`config.mk`:
```
export PLATFORM = sky130hd
export DESIGN_NAME = segint_scale
export DESIGN_NICKNAME = d
export VERILOG_FILES = /design/src/hw/rtl/segment_intersection_unit_assert.svh /design/src/hw/rtl/segint_pkg.sv /design/src/hw/rtl/segint_scale.sv
export SDC_FILE = /design/constraint.sdc
export NUM_CORES = 2
export LEC_CHECK = 0
export ABC_AREA = 1
export BUFFER_PORTS_ARGS = -buffer_cell sky130_fd_sc_hd__buf_4
export CORE_ASPECT_RATIO = 2
export CORE_MARGIN = 3
export CORE_UTILIZATION = 55
export DETAILED_ROUTE_END_ITERATION = 16
export PLACE_DENSITY_LB_ADDON = 0.25
export SYNTH_ARGS = -nofsm -noshare
export SYNTH_HDL_FRONTEND = slang
export SYNTH_SLANG_ARGS = --single-unit
```
`constraint.sdc`:
```
create_clock -name clk -period 11.4 [get_ports clk]
set_clock_uncertainty 0.15 [all_clocks]
set_input_delay 1.14 -clock clk [delete_from_list [all_inputs] [get_ports clk]]
set_output_delay 1.14 -clock clk [all_outputs]
set_load 0.005 [all_outputs]
```
`src/hw/rtl/segment_intersection_unit_assert.svh`:
```
// Assertion macros for the segment intersection unit.
// Expects signals clk and rst in the scope of use; compiled out with NO_ASSERTIONS.
`ifndef SEGMENT_INTERSECTION_UNIT_ASSERT_SVH
`define SEGMENT_INTERSECTION_UNIT_ASSERT_SVH
`ifndef NO_ASSERTIONS
// ante implies cons in the same cycle
`define SI_ASSERT_IMPL(name, ante, cons) \
  name: assert property (@(posedge clk) disable iff (rst) (ante) |-> (cons)) \
    else $error("segment intersection: implication check failed");
// cond must never hold
`define SI_ASSERT_NEVER(name, cond) \
  name: assert property (@(posedge clk) disable iff (rst) !(cond)) \
    else $error("segment intersection: forbidden condition seen");
`else
`define SI_ASSERT_IMPL(name, ante, cons)
`define SI_ASSERT_NEVER(name, cond)
`endif
`endif

```
`src/hw/rtl/segint_pkg.sv`:
```
// Shared types and constants for the segment intersection unit.
// No dependencies.
`default_nettype none

package segint_pkg;

  // default coordinate width (signed Q12.4)
  localparam int unsigned COORD_WIDTH_DEFAULT = 16;

  // control bits that travel alongside each request in the pipeline
  typedef struct packed {
    logic vld;
    logic hit;
  } ctl_t;

endpackage

`default_nettype wire

```
`src/hw/rtl/segint_scale.sv`:
```
// Scaling: |t_num * s1| for both axes as split partial products, then summed.
// Two register stages. Depends on segint_pkg.
`default_nettype none

module segint_scale #(
  parameter int unsigned COORD_WIDTH = segint_pkg::COORD_WIDTH_DEFAULT
) (
  input  logic                            clk,
  input  logic                            rst,
  input  segint_pkg::ctl_t                ctl_in,
  input  logic        [2*COORD_WIDTH:0]   tn_mag,
  input  logic        [2*COORD_WIDTH:0]   div_in,
  input  logic        [COORD_WIDTH-1:0]   s1x_mag,
  input  logic        [COORD_WIDTH-1:0]   s1y_mag,
  input  logic                            neg_x_in,
  input  logic                            neg_y_in,
  input  logic signed [COORD_WIDTH-1:0]   base_x_in,
  input  logic signed [COORD_WIDTH-1:0]   base_y_in,
  output segint_pkg::ctl_t                ctl_out,
  output logic        [3*COORD_WIDTH:0]   num_x,
  output logic        [3*COORD_WIDTH:0]   num_y,
  output logic        [2*COORD_WIDTH:0]   div_out,
  output logic                            neg_x_out,
  output logic                            neg_y_out,
  output logic signed [COORD_WIDTH-1:0]   base_x_out,
  output logic signed [COORD_WIDTH-1:0]   base_y_out
);
  import segint_pkg::*;

  localparam int unsigned W  = COORD_WIDTH;
  localparam int unsigned MW = 2 * W + 1;
  localparam int unsigned NW = 3 * W + 1;

  // stage 1: low half of t_num is W+1 bits, high half W bits
  ctl_t                ctl1;
  logic [2*W:0]        plx1, ply1;
  logic [2*W-1:0]      phx1, phy1;
  logic [MW-1:0]       d1;
  logic                nx1, ny1;
  logic signed [W-1:0] bx1, by1;

  always_ff @(posedge clk) begin
    if (rst) begin
      ctl1 <= '0;
    end else begin
      ctl1 <= ctl_in;
    end
  end

  always_ff @(posedge clk) begin
    plx1 <= tn_mag[W:0] * s1x_mag;
    ply1 <= tn_mag[W:0] * s1y_mag;
    phx1 <= tn_mag[MW-1:W+1] * s1x_mag;
    phy1 <= tn_mag[MW-1:W+1] * s1y_mag;
    d1   <= div_in;
    nx1  <= neg_x_in;
    ny1  <= neg_y_in;
    bx1  <= base_x_in;
    by1  <= base_y_in;
  end

  // stage 2: recombine the partial products
  always_ff @(posedge clk) begin
    if (rst) begin
      ctl_out <= '0;
    end else begin
      ctl_out <= ctl1;
    end
  end

  always_ff @(posedge clk) begin
    num_x      <= (NW'(phx1) << (W + 1)) + NW'(plx1);
    num_y      <= (NW'(phy1) << (W + 1)) + NW'(ply1);
    div_out    <= d1;
    neg_x_out  <= nx1;
    neg_y_out  <= ny1;
    base_x_out <= bx1;
    base_y_out <= by1;
  end

endmodule

`default_nettype wire

```
-- After elaboration in Yosys (flattened, before gate mapping)
Index checks and enable logic that the tools add are counted.
- add/sub/neg operators: 2
- multipliers: 4
- operator list (operator ; number):
    $add A49 B33 Y49 ; 2
    $mul A17 B16 Y33 ; 2
    $mul A16 B16 Y32 ; 2
- flip-flop bits (word level): 366
- input port bits: 136
- output and inout bits: 167
- logic and storage cells: 26

-- Logic depth before layout (Yosys ltp)
- depth after elaboration: 1
- depth in mapped cells: 27
- mapped depth without buffers: 25

-- Worst setup path before layout
OpenSTA, ideal clock, no wires.
- kind: in2reg
- start: input s1x_mag[7]
- end: register phx1[31]
- library setup time: 0.112 ns
- arrival: 5.909 ns
- data required time: 11.138 ns
- slack: 5.228 ns
- stages on the path: 23
- buffers on the path: 2
- cells stage by stage: clkbuf_1 clkbuf_1 nand2_1 fa_1 inv_1 fa_1 inv_1 fa_1 inv_1 fa_1 fa_1 inv_1 fa_1 inv_1 ha_1 nand2_1 inv_1 a21oi_1 nand3_1 nand2_1 nand2_1 nand2_1 nand2_1
- word-level cells in the longest chain between the ends: 1
- RTL lines (item ; RTL line ; source):
    from (decl) ; segint_scale.sv:13 ; input logic [COORD_WIDTH-1:0] s1x_mag,
    $mul A16 B16 Y32 ; segint_scale.sv:53 ; phx1 <= tn_mag[MW-1:W+1] * s1x_mag;
    to (signal assigned) ; segint_scale.sv:53 ;
    to (decl) ; segint_scale.sv:37 ; logic [2*W-1:0] phx1, phy1;
No other way between the ends.
A chain may end at the register's enable or synchronous reset.

-- Final worst setup path
- start: input tn_mag[31]
- end: register phy1[26]
- word-level cells in the longest chain between the ends: 1
- RTL lines (item ; RTL line ; source):
    from (decl) ; segint_scale.sv:11 ; input logic [2*COORD_WIDTH:0] tn_mag,
    $mul A16 B16 Y32 ; segint_scale.sv:54 ; phy1 <= tn_mag[MW-1:W+1] * s1y_mag;
    to (signal assigned) ; segint_scale.sv:54 ;
    to (decl) ; segint_scale.sv:37 ;
No other way between the ends.

==> run metrics <==
status complete, no violations; PortBufs about 300; layout cell share with drive strength beyond 1 0.05531; Die Span X 216.5 um; Gate Count Post-Synth 6546; sequential element share of the synthesized area 0.1504; via/cell ratio about 5.1; clock transition at the registers of the reported paths 0.07 ns; clock sinks approximately 370; crit path launch type input port; Fmax 160.7 MHz; Worst Hold End num_x[2]; Setup CP Type in2reg; first-pass GRT wire length 215.8 mm; RR Startpoint ply1[17]; hold depth 0; crit-path cells buf_4, nand2_1, fa_1, fa_1, inv_1, fa_1, fa_1, fa_1, inv_1, fa_1, inv_1, ha_1, nand2_1, inv_1, nand2_1, nor3_1, nand3_1, nand4_1, nand2_1; H-tree levels 2; remaining antenna violation count 0; final critical-path share of the clock period 0.5460; layout overhead on the synthesized area 8.405%; worst slew margin relative to its limit 0.5904; Clock Tree Root clkbuf_16; Worst-Margin Slew 0.6144 ns; Tmin final 6.224 ns; RSZ-0062 raised after global routing false; drt pass-1 iters 5; Slowest cell on crit path fa_1; post_cts resized 0; Hold WC Path Type reg2reg; slowest stage delay, CP about 0.63 ns; CTS Buf Count 38; DIE AREA 92410 um2; Worst EP required approximately 12 ns; Setup-failing EPs final 0; row cnt roughly 150; DR iter-0 viols ~1900; synth warn 0; largest net degree at the start of global routing 34; Post-CTS Setup Inserts 0; via count roughly 40000; initial antenna violation count 3; Starting Density 0.5569; distinct cell type count after synthesis 28; hold_buf cts 0; Hold Violations, Final 0; nets just over 8000; Worst R2R End num_y[37]; Syn Area/Cell 7.443 um2; DRC 0; max cap viols 0; grt ovf 0; Longest Clk Path Bufs 3; CP arrival about 6.6 ns; vias in the first global route 43559; min-delay src plx1[2]; clk_lat worst skew 0.65 ns; WL/cell between 15 and 20 um; drt total wl ~130 mm; CP startpoint tn_mag[31]; TritonCTS clock tree yes; Worst R2R Path Depth 11; Max FO, Critical Path 32; I/O pin count between 300 and 400; syn_nets between 7000 and 8000; synthesis-stage register bit count 366; setup TNS 0 ns; Core Area a little under 90000 um2; Die H 426.9 um; Total GRT Usage 0.2971; Slew Limit Fails 0; CP dominant cell by count fa_1; FF-to-FF setup slack between 9 and 10 ns; Crit. End Element flip-flop; GP Congestion 0.9149; dpl hpwl 103.8 mm; synthesized cell area slightly below 50000 um2
==> worst max-delay path: cells and delay by family <==
family        cells  cell delay (ns)
fa+ha+maj         7             3.48
buf+inv           5             0.66
simple gates      7             1.28
==> state kept, by name, indices dropped and copies added (netlist names), 2 cells and up <==
name,count
ctl1,2
by1,16
num_y,49
phx1,32
plx1,33
phy1,32
bx1,16
div_out,33
num_x,49
base_x_out,16
ply1,33
d1,33
base_y_out,16
ctl_out,2
==> synthesized netlist by cell type <==
| cell type | count | area share |
|---|---|---|
| nand2_2 | 1 | 0.00013 |
| inv_2 | 4 | 0.00031 |
| and2_1 | 4 | 0.00051 |
| clkbuf_1 | 227 | 0.017 |
| nand2_1 | 2125 | 0.16 |
| nand3b_1 | 1 | 0.00015 |
| nand2b_1 | 2 | 0.00026 |
| xor2_1 | 91 | 0.016 |
| nor3b_1 | 2 | 0.00031 |
| a21o_1 | 2 | 0.00031 |
| or2_1 | 4 | 0.00051 |
| o21a_1 | 1 | 0.00015 |
| nor2_2 | 1 | 0.00013 |
| dfxtp_1 | 366 | 0.15 |
| inv_1 | 1859 | 0.14 |
| o21bai_1 | 18 | 0.0028 |
| nor3_1 | 45 | 0.0046 |
| nand4_1 | 29 | 0.0037 |
| ha_1 | 450 | 0.12 |
| nor2_1 | 207 | 0.016 |
| nor3_2 | 1 | 0.00021 |
| o21ai_0 | 13 | 0.0013 |
| nor4_1 | 1 | 0.00013 |
| fa_1 | 806 | 0.33 |
| nor3_4 | 2 | 0.00067 |
| nand3_1 | 180 | 0.018 |
| a21oi_1 | 94 | 0.0097 |
| xnor2_1 | 10 | 0.0018 |
==> area by class of cell <==
type / count / area, um2
antenna: 4 / 10.01
inverter: 1863 / 6993
clock inverter: 20 / 214.0
sequential: 366 / 7327
multi-input combinational: 4090 / 33550
timing repair buffer: 302 / 2267
fill: 7976 / 34670
tap: 1162 / 1454
clock buffer: 49 / 1002
==> worst max-delay path by stage <==
| stage | end | slack (ns) |
|---|---|---|
| after global placement | phy1[26] | 4.68 |
| after floorplan | phx1[31] | 5.23 |
| after CTS | plx1[32] | 5.28 |
| after global routing | phy1[26] | 4.93 |
| after detailed placement | phy1[26] | 4.64 |
| final | phy1[26] | 5.18 |
==> cell families after synthesis <==
kind of cell,synth area share
simple gates,0.2095
xor+xnor,0.01816
buf+inv,0.1610
compound gates,0.01423
fa+ha+maj,0.4467
flops,0.1504
==> metrics by stage <==
step                      cells  hold slack [ns]  setup WS (ns)  cell area (um2)  utilization
after global placement     7783           0.1595          4.677            51590       0.5897
final                      7856           0.1575          5.176            52820       0.6037
after global routing       7852           0.1762          4.928            52810       0.6036
after detailed placement   7783           0.1621          4.640            51590       0.5897
after floorplan            6546           0.1596          5.228            48720            -
after CTS                  7852           0.1586          5.276            52810       0.6036
==> placed cells by master, fill, tap and decap left out, types with 2 or more instances in the layout <==
master / synthesis / routed
nand2b_1: 2 / 2
nand3_1: 180 / 180
clkbuf_16: 0 / 38
and2_1: 4 / 4
inv_8: 0 / 2
nor3_4: 2 / 2
xor2_1: 91 / 91
clkinv_2: 0 / 5
nand2_1: 2125 / 2125
buf_4: 0 / 302
clkinv_8: 0 / 2
nor2_1: 207 / 207
clkinvlp_4: 0 / 4
a21o_1: 2 / 2
nand4_1: 29 / 29
o21bai_1: 18 / 18
ha_1: 450 / 450
o21ai_0: 13 / 13
or2_1: 4 / 4
nor3b_1: 2 / 2
clkbuf_1: 227 / 10
inv_2: 4 / 4
xnor2_1: 10 / 10
nor3_1: 45 / 45
dfxtp_1: 366 / 366
a21oi_1: 94 / 94
inv_6: 0 / 4
inv_1: 1859 / 1859
diode_2: 0 / 4
fa_1: 806 / 806
==> layer usage <==
layer / routed length (um) / GRT usage
met1: 44620 / 0.2941
met2: 70230 / 0.5667
met3: 7681 / 0.04461
met4: 10540 / 0.1986
met5: 0 / 0
Power is not shown: default switching activity piles up to over one toggle a cycle in this logic, so the estimate is an artifact.
