<file path="config.mk">
export PLATFORM = sky130hd
export DESIGN_NAME = segint_point
export DESIGN_NICKNAME = d
export VERILOG_FILES = /design/src/hw/rtl/segment_intersection_unit_assert.svh /design/src/hw/rtl/segint_pkg.sv /design/src/hw/rtl/segint_point.sv
export SDC_FILE = /design/constraint.sdc
export NUM_CORES = 1
export LEC_CHECK = 0
export BUFFER_PORTS_ARGS = -buffer_cell sky130_fd_sc_hd__clkbuf_2
export CORE_MARGIN = 3
export CORE_UTILIZATION = 47
export DETAILED_ROUTE_END_ITERATION = 8
export GPL_TIMING_DRIVEN = 0
export PLACE_DENSITY_LB_ADDON = 0.25
export SLEW_MARGIN = 20
export SYNTH_ARGS = -nofsm -noshare
export SYNTH_HDL_FRONTEND = slang
export SYNTH_SLANG_ARGS = --single-unit
</file>
<file path="constraint.sdc">
create_clock -name clk -period 10.8 [get_ports clk]
set_clock_uncertainty 0.1 [all_clocks]
set_input_delay 1.08 -clock clk [delete_from_list [all_inputs] [get_ports clk]]
set_output_delay 1.08 -clock clk [all_outputs]
set_load 0.03 [all_outputs]
</file>
<file path="src/hw/rtl/segment_intersection_unit_assert.svh">
// Assertion macros for the segment intersection unit.
// Expects signals clk and rst in the scope of use; compiled out with NO_ASSERTIONS.
`ifndef SEGMENT_INTERSECTION_UNIT_ASSERT_SVH
`define SEGMENT_INTERSECTION_UNIT_ASSERT_SVH
`ifndef NO_ASSERTIONS
// ante implies cons in the same cycle
`define SI_ASSERT_IMPL(name, ante, cons) \
  name: assert property (@(posedge clk) disable iff (rst) (ante) |-> (cons)) \
    else $error("segment intersection: implication check failed");
// cond must never hold
`define SI_ASSERT_NEVER(name, cond) \
  name: assert property (@(posedge clk) disable iff (rst) !(cond)) \
    else $error("segment intersection: forbidden condition seen");
`else
`define SI_ASSERT_IMPL(name, ante, cons)
`define SI_ASSERT_NEVER(name, cond)
`endif
`endif

</file>
<file path="src/hw/rtl/segint_pkg.sv">
// Shared types and constants for the segment intersection unit.
// No dependencies.
`default_nettype none

package segint_pkg;

  // default coordinate width (signed Q12.4)
  localparam int unsigned COORD_WIDTH_DEFAULT = 16;

  // control bits that travel alongside each request in the pipeline
  typedef struct packed {
    logic vld;
    logic hit;
  } ctl_t;

endpackage

`default_nettype wire

</file>
<file path="src/hw/rtl/segint_point.sv">
// Point assembly: signs the quotient, adds the start point, truncates to zero.
// Two register stages, the second is the result register. Depends on segint_pkg.
`default_nettype none

module segint_point #(
  parameter int unsigned COORD_WIDTH = segint_pkg::COORD_WIDTH_DEFAULT
) (
  input  logic                            clk,
  input  logic                            rst,
  input  segint_pkg::ctl_t                ctl_in,
  input  logic        [COORD_WIDTH-1:0]   quo_x,
  input  logic        [COORD_WIDTH-1:0]   quo_y,
  input  logic                            rem_nz_x,
  input  logic                            rem_nz_y,
  input  logic                            neg_x,
  input  logic                            neg_y,
  input  logic signed [COORD_WIDTH-1:0]   base_x,
  input  logic signed [COORD_WIDTH-1:0]   base_y,
  output logic                            done,
  output logic                            hit,
  output logic signed [COORD_WIDTH-1:0]   point_x,
  output logic signed [COORD_WIDTH-1:0]   point_y
);
  import segint_pkg::*;

  localparam int unsigned W = COORD_WIDTH;

  // stage 1: floor quotient; for a negative product it is -q - (rem != 0)
  ctl_t                ctl1;
  logic [W:0]          fqx1, fqy1;
  logic                rnx1, rny1;
  logic signed [W-1:0] bx1, by1;

  always_ff @(posedge clk) begin
    if (rst) begin
      ctl1 <= '0;
    end else begin
      ctl1 <= ctl_in;
    end
  end

  always_ff @(posedge clk) begin
    fqx1 <= neg_x ? (~{1'b0, quo_x} + (W+1)'(!rem_nz_x)) : {1'b0, quo_x};
    fqy1 <= neg_y ? (~{1'b0, quo_y} + (W+1)'(!rem_nz_y)) : {1'b0, quo_y};
    rnx1 <= rem_nz_x;
    rny1 <= rem_nz_y;
    bx1  <= base_x;
    by1  <= base_y;
  end

  // stage 2: floor sum, then step up by one when negative with a remainder
  logic [W+1:0] sumx, sumy, ptx, pty;

  always_comb begin
    sumx = {{2{bx1[W-1]}}, bx1} + {fqx1[W], fqx1};
    sumy = {{2{by1[W-1]}}, by1} + {fqy1[W], fqy1};
    ptx  = sumx + (W+2)'(sumx[W+1] & rnx1);
    pty  = sumy + (W+2)'(sumy[W+1] & rny1);
  end

  always_ff @(posedge clk) begin
    if (rst) begin
      done <= 1'b0;
      hit  <= 1'b0;
    end else begin
      done <= ctl1.vld;
      hit  <= ctl1.vld & ctl1.hit;
    end
  end

  always_ff @(posedge clk) begin
    point_x <= (ctl1.vld & ctl1.hit) ? ptx[W-1:0] : '0;
    point_y <= (ctl1.vld & ctl1.hit) ? pty[W-1:0] : '0;
  end

endmodule

`default_nettype wire

</file>
After elaboration in Yosys (flattened, before gate mapping):

Cells that the tools add are included.

* register bits: 104
* output and inout port bits: 34
* bits of input ports: 72

* mux-type cells: 2
* bitwise operators: 5
* add/subtract/negate cells: 6
* reductions and logical operators: 2

Operators with widths (number)
* $add A16 B17 Y18: 2
* $add A17 B1 Y17: 2
* $not A16 Y17: 2
* $add A16 B1 Y16: 2
* $mux W16: 2
* $and A1 B1 Y1: 3
* $logic_not A1 Y1: 2

Depth between registers and ports, before layout:

* word-level depth: 3
* mapped depth: 17
* depth with buffers taken out: 16

Least setup slack after synthesis:

No wires, ideal clock.

* path type: register to register
* start point: register fqx1[3]
* end point: register point_x[13]
* buffers on the path: 0
* library setup time: 70 ps
* period minus slack after synthesis: 3724 ps
* slack: 7076 ps
* stages on the path, launching flop included: 17
* data arrival time: 3553 ps
* required time: 10630 ps
* cell sequence: dfxtp_1 > ha_1 > a21o_1 > a31o_1 > a2111oi_4 > nor4_1 > o31a_1 > o21ai_0 > nand4_1 > nand2_1 > ha_1 > and3_1 > and3_1 > nand4_2 > or2_1 > or3_1 > a21oi_1

* cells in the longest elaborated chain, start to end: 3

RTL lines
* start, declared: line segint_point.sv:30 `logic [W:0] fqx1, fqy1;`
* start signal, assigned: line segint_point.sv:43 `fqx1 <= neg_x ? (~{1'b0, quo_x} + (W+1)'(!rem_nz_x)) : {1'b0, quo_x};`
* $add A16 B17 Y18 (*): line segint_point.sv:55 `sumx = {{2{bx1[W-1]}}, bx1} + {fqx1[W], fqx1};`
* $and A1 B1 Y1: line segint_point.sv:57 `ptx = sumx + (W+2)'(sumx[W+1] & rnx1);`
* $add A16 B1 Y16 (*): line segint_point.sv:57
* end signal, assigned: line segint_point.sv:72 `point_x <= (ctl1.vld & ctl1.hit) ? ptx[W-1:0] : '0;`
* end, declared: line segint_point.sv:21 `output logic signed [COORD_WIDTH-1:0] point_x,`

Mark *: on every way between the ends. The rest lies on a longest branch, timed or not.
A chain may end at the register's enable or synchronous reset.

Worst setup path in the final report:

* start point: register fqy1[1]
* end point: register point_y[15]

* cells in the longest elaborated chain, start to end: 3

RTL lines
* start, declared: line segint_point.sv:30
* start signal, assigned: line segint_point.sv:44 `fqy1 <= neg_y ? (~{1'b0, quo_y} + (W+1)'(!rem_nz_y)) : {1'b0, quo_y};`
* $add A16 B17 Y18 (*): line segint_point.sv:56 `sumy = {{2{by1[W-1]}}, by1} + {fqy1[W], fqy1};`
* $and A1 B1 Y1: line segint_point.sv:58 `pty = sumy + (W+2)'(sumy[W+1] & rny1);`
* $add A16 B1 Y16 (*): line segint_point.sv:58
* end signal, assigned: line segint_point.sv:73 `point_y <= (ctl1.vld & ctl1.hit) ? pty[W-1:0] : '0;`
* end, declared: line segint_point.sv:22 `output logic signed [COORD_WIDTH-1:0] point_y`

Marked as above.

==> results.txt <==
Status - completed
Worst-Margin Slew - 0.643 ns
Antenna Nets Post-Route - 0
Initial antenna violation count - 0
Initial core utilization - 0.487
Post-synth top area share - 0.389
Drt wl/cell - 13.9 um
Sequential area share after synthesis - 0.389
Min Tclk post-route - 4.47 ns
Worst slew margin - 0.568
Core ar. - 11000 um2
Postcts setup bufs - 0
Synthesized Nets - 677
Placed inst area - 6040 um2
Crit path capture type - flip-flop
Largest net degree at the start of global routing - 17
Number of port buffers - 103
Clk Latency, worst-skew pair - 0.35 ns
Setup violators final - 0
Area delta synth->final - 19.4%
Maxcap violations - 0
Die width - 113 um
Nets - 791
Post-synth EDFFs - 0
DP Wirelength - 8960 um
Switching power - 0.000320 W
Pins Over Slew Limit - 0
Post-synthesis instance area - 5350 um2
Iteration-0 DRC Markers - 136
Final cycle utilization of the critical path - 0.413
Residual DRC count - 0
Int Power - 0.000767 W
Crit Path Category - reg -> reg
Syn Inst Count - 560
Critical path required time - 10.91 ns
Yosys synthesis warning count - 0
Clock sink count - 104
Pwr dens - 170 nW/um2
Min setup slack post-route - 6.33 ns
Worst IR Drop VDD - 73.9 uV
Vias per cell - 5.29
Flop pwr share - 0.385
Post-Synth Adder-Cell Area - 0.108
Sw Ratio - 0.295
Gpl congestion - 0.847
Fin area - 6380 um2
Die footprint - 12700 um2
Unrepaired setup endpoints after global routing - false
Worst slack, placed - 6.66 ns
Top_reg_cell synth - dfxtp_1
Crit path DAT - 4.58 ns
Syn_area_per_cell - 9.55 um2
Biggest area consumer among synthesized cells - dfxtp_1
CTS max path bufs - 2
Final Power - 0.00109 W
CTS tree - yes
Clock transition at path regs - 0.07 ns
Diodes inserted - 0
I/O pin count - 106
Share of post-route cells with drive strength above 1 - 0.218
Final WL - 11400 um
Setup TNS - 0 ns
Crit path launch type - flip-flop
PostCTS Resize Cnt - 0
Grt ovf - 0
Vias - 4336
Fraction of synthesized area in multiplexers - 0.0159
F_max - 224 MHz
Num rows - 38
Unique masters post-synth - 71
Clock network power share - 0.340
Final hold vios - 0
Top post-synthesis cells by area - dfxtp_1 (39%), ha_1 (10%), xnor2_1 (7.7%)
H-Tree Depth - 3
Post-synthesis compound-gate area fraction - 0.169
TritonRoute pass-1 iters - 4
Lkg Pwr - 2.84 nW
GRT Resource Usage Total - 0.185
Hold WC Path Type - reg -> reg
Post-Synth Simple-Gate Area - 0.196
Number of buffers created by CTS - 9
Die Height - 113 um
Root buf cell - clkbuf_16
Xor/xnor share of the synthesized area - 0.0994
Part of the power in combinational logic - 0.275
Vias in the first global route - 4064
Largest family of logic cells by synthesized area - simple AND/OR/NAND/NOR gates
Fraction of registers with async set/reset - 0
First-pass GRT wire length - 19200 um
Fill cell count - 977
Maximum net fanout on the critical path - 4
Worst Hold Slack - 0.442 ns
Synth Register Bits - 104
Hold-fix buffers, CTS - 0
## cells by family after synthesis
family	after synthesis
compound gates	123
xor+xnor	59
fa+ha+maj	45
buf+inv	31
flops	104
mux	8
simple gates	190
## layer usage
metal,global-route usage,routed length (um),share of wire,up-vias
li1,-,-,-,2256
met1,0.267,5880,0.52,1970
met5,0,0,0,-
met3,0.0431,512,0.045,13
met2,0.268,4850,0.43,97
met4,0.0673,125,0.011,0
## critical path, stage by stage, from the launching register on
cell and delay, ns:
dfxtp_1 0.32, ha_1 0.31, a211oi_1 0.45, o21ai_1 0.25, a211oi_1 0.41, nor3_1 0.17
a31oi_1 0.39, ha_1 0.26, nand3_2 0.11, a211oi_1 0.28, nand2_1 0.15, or4_4 0.48
nor4_4 0.38, a31o_1 0.20, a21oi_1 0.06
## final cells by class
class                           count  area (um2)  area share
Multi-Input combinational cell    425        3150       0.493
Buffer                              9        33.8     0.00529
Inverter                           22        82.6      0.0129
Tap cell                          140         175      0.0274
Timing Repair Buffer              103         515      0.0807
Clock inverter                      5         104      0.0163
Sequential cell                   104        2080       0.326
Clock buffer                       11         243      0.0380
## Yosys cell counts (all sizes together), types with 2 or more instances
library cell and instances:
ha 43, o21ai 23, o31ai 9, o211a 2, mux2 4, mux2i 4
o31a 7, and2 5, a2111oi 3, xor2 11, a21o 12, nor2 51
o21bai 2, a211oi 8, nor4 6, a211o 3, o21a 6, nand2b 5
fa 2, nor3b 5, o211ai 3, nor2b 9, a31oi 6, nand2 34
o2111ai 2, dfxtp 104, a21oi 18, a31o 5, nand4 8, o41ai 7
or2 8, nor3 11, nand3 15, or4 5, or3 9, nand3b 3
clkbuf 8, inv 22, and3 11, xnor2 48
## through the flow
stage	util	instances
floorplan	-	560
global placement	0.550	803
detailed placement	0.550	803
CTS	0.581	819
global route	0.581	819
finish	0.581	819
## placed cells by master (no fill, tap or decap), drive strengths merged, types with 9 or more instances in the layout
master | netlist | final
a21o | 12 | 12
a21oi | 18 | 18
and3 | 11 | 11
clkbuf | 8 | 122
dfxtp | 104 | 104
ha | 43 | 43
inv | 22 | 22
nand2 | 34 | 34
nand3 | 15 | 15
nor2 | 51 | 51
nor2b | 9 | 9
nor3 | 11 | 11
o21ai | 23 | 23
o31ai | 9 | 9
or3 | 9 | 9
xnor2 | 48 | 48
xor2 | 11 | 11
## power groups by stage
stage / sequential [W] / clock [W] / combinational, W
after floorplan: 0.000432 / 0 / 0.000220
after global placement: 0.000427 / 0 / 0.000288
after detailed placement: 0.000427 / 0 / 0.000294
after CTS: 0.000419 / 0.000376 / 0.000298
after global routing: 0.000420 / 0.000392 / 0.000334
final: 0.000418 / 0.000369 / 0.000299
## flip-flops by register name (all words and copies together) (netlist names)
signal,cells
point_x,16
bx1,16
rny1,1
point_y,16
hit,1
fqy1,17
done,1
fqx1,17
rnx1,1
ctl1,2
by1,16
## path summary, 6_finish.rpt
kind	from	to	slack, ns	depth (start not counted)
min	ctl1[0]$_SDFF_PP0_	point_y[14]$_SDFF_PN0_	0.44	2
max reg2reg	fqy1[1]$_DFF_P_	point_y[15]$_SDFF_PN0_	6.33	14
max	fqy1[1]$_DFF_P_	point_y[15]$_SDFF_PN0_	6.33	14
min reg2reg	ctl1[0]$_SDFF_PP0_	point_y[14]$_SDFF_PN0_	0.44	2
Power figures use the tool's default switching activity.
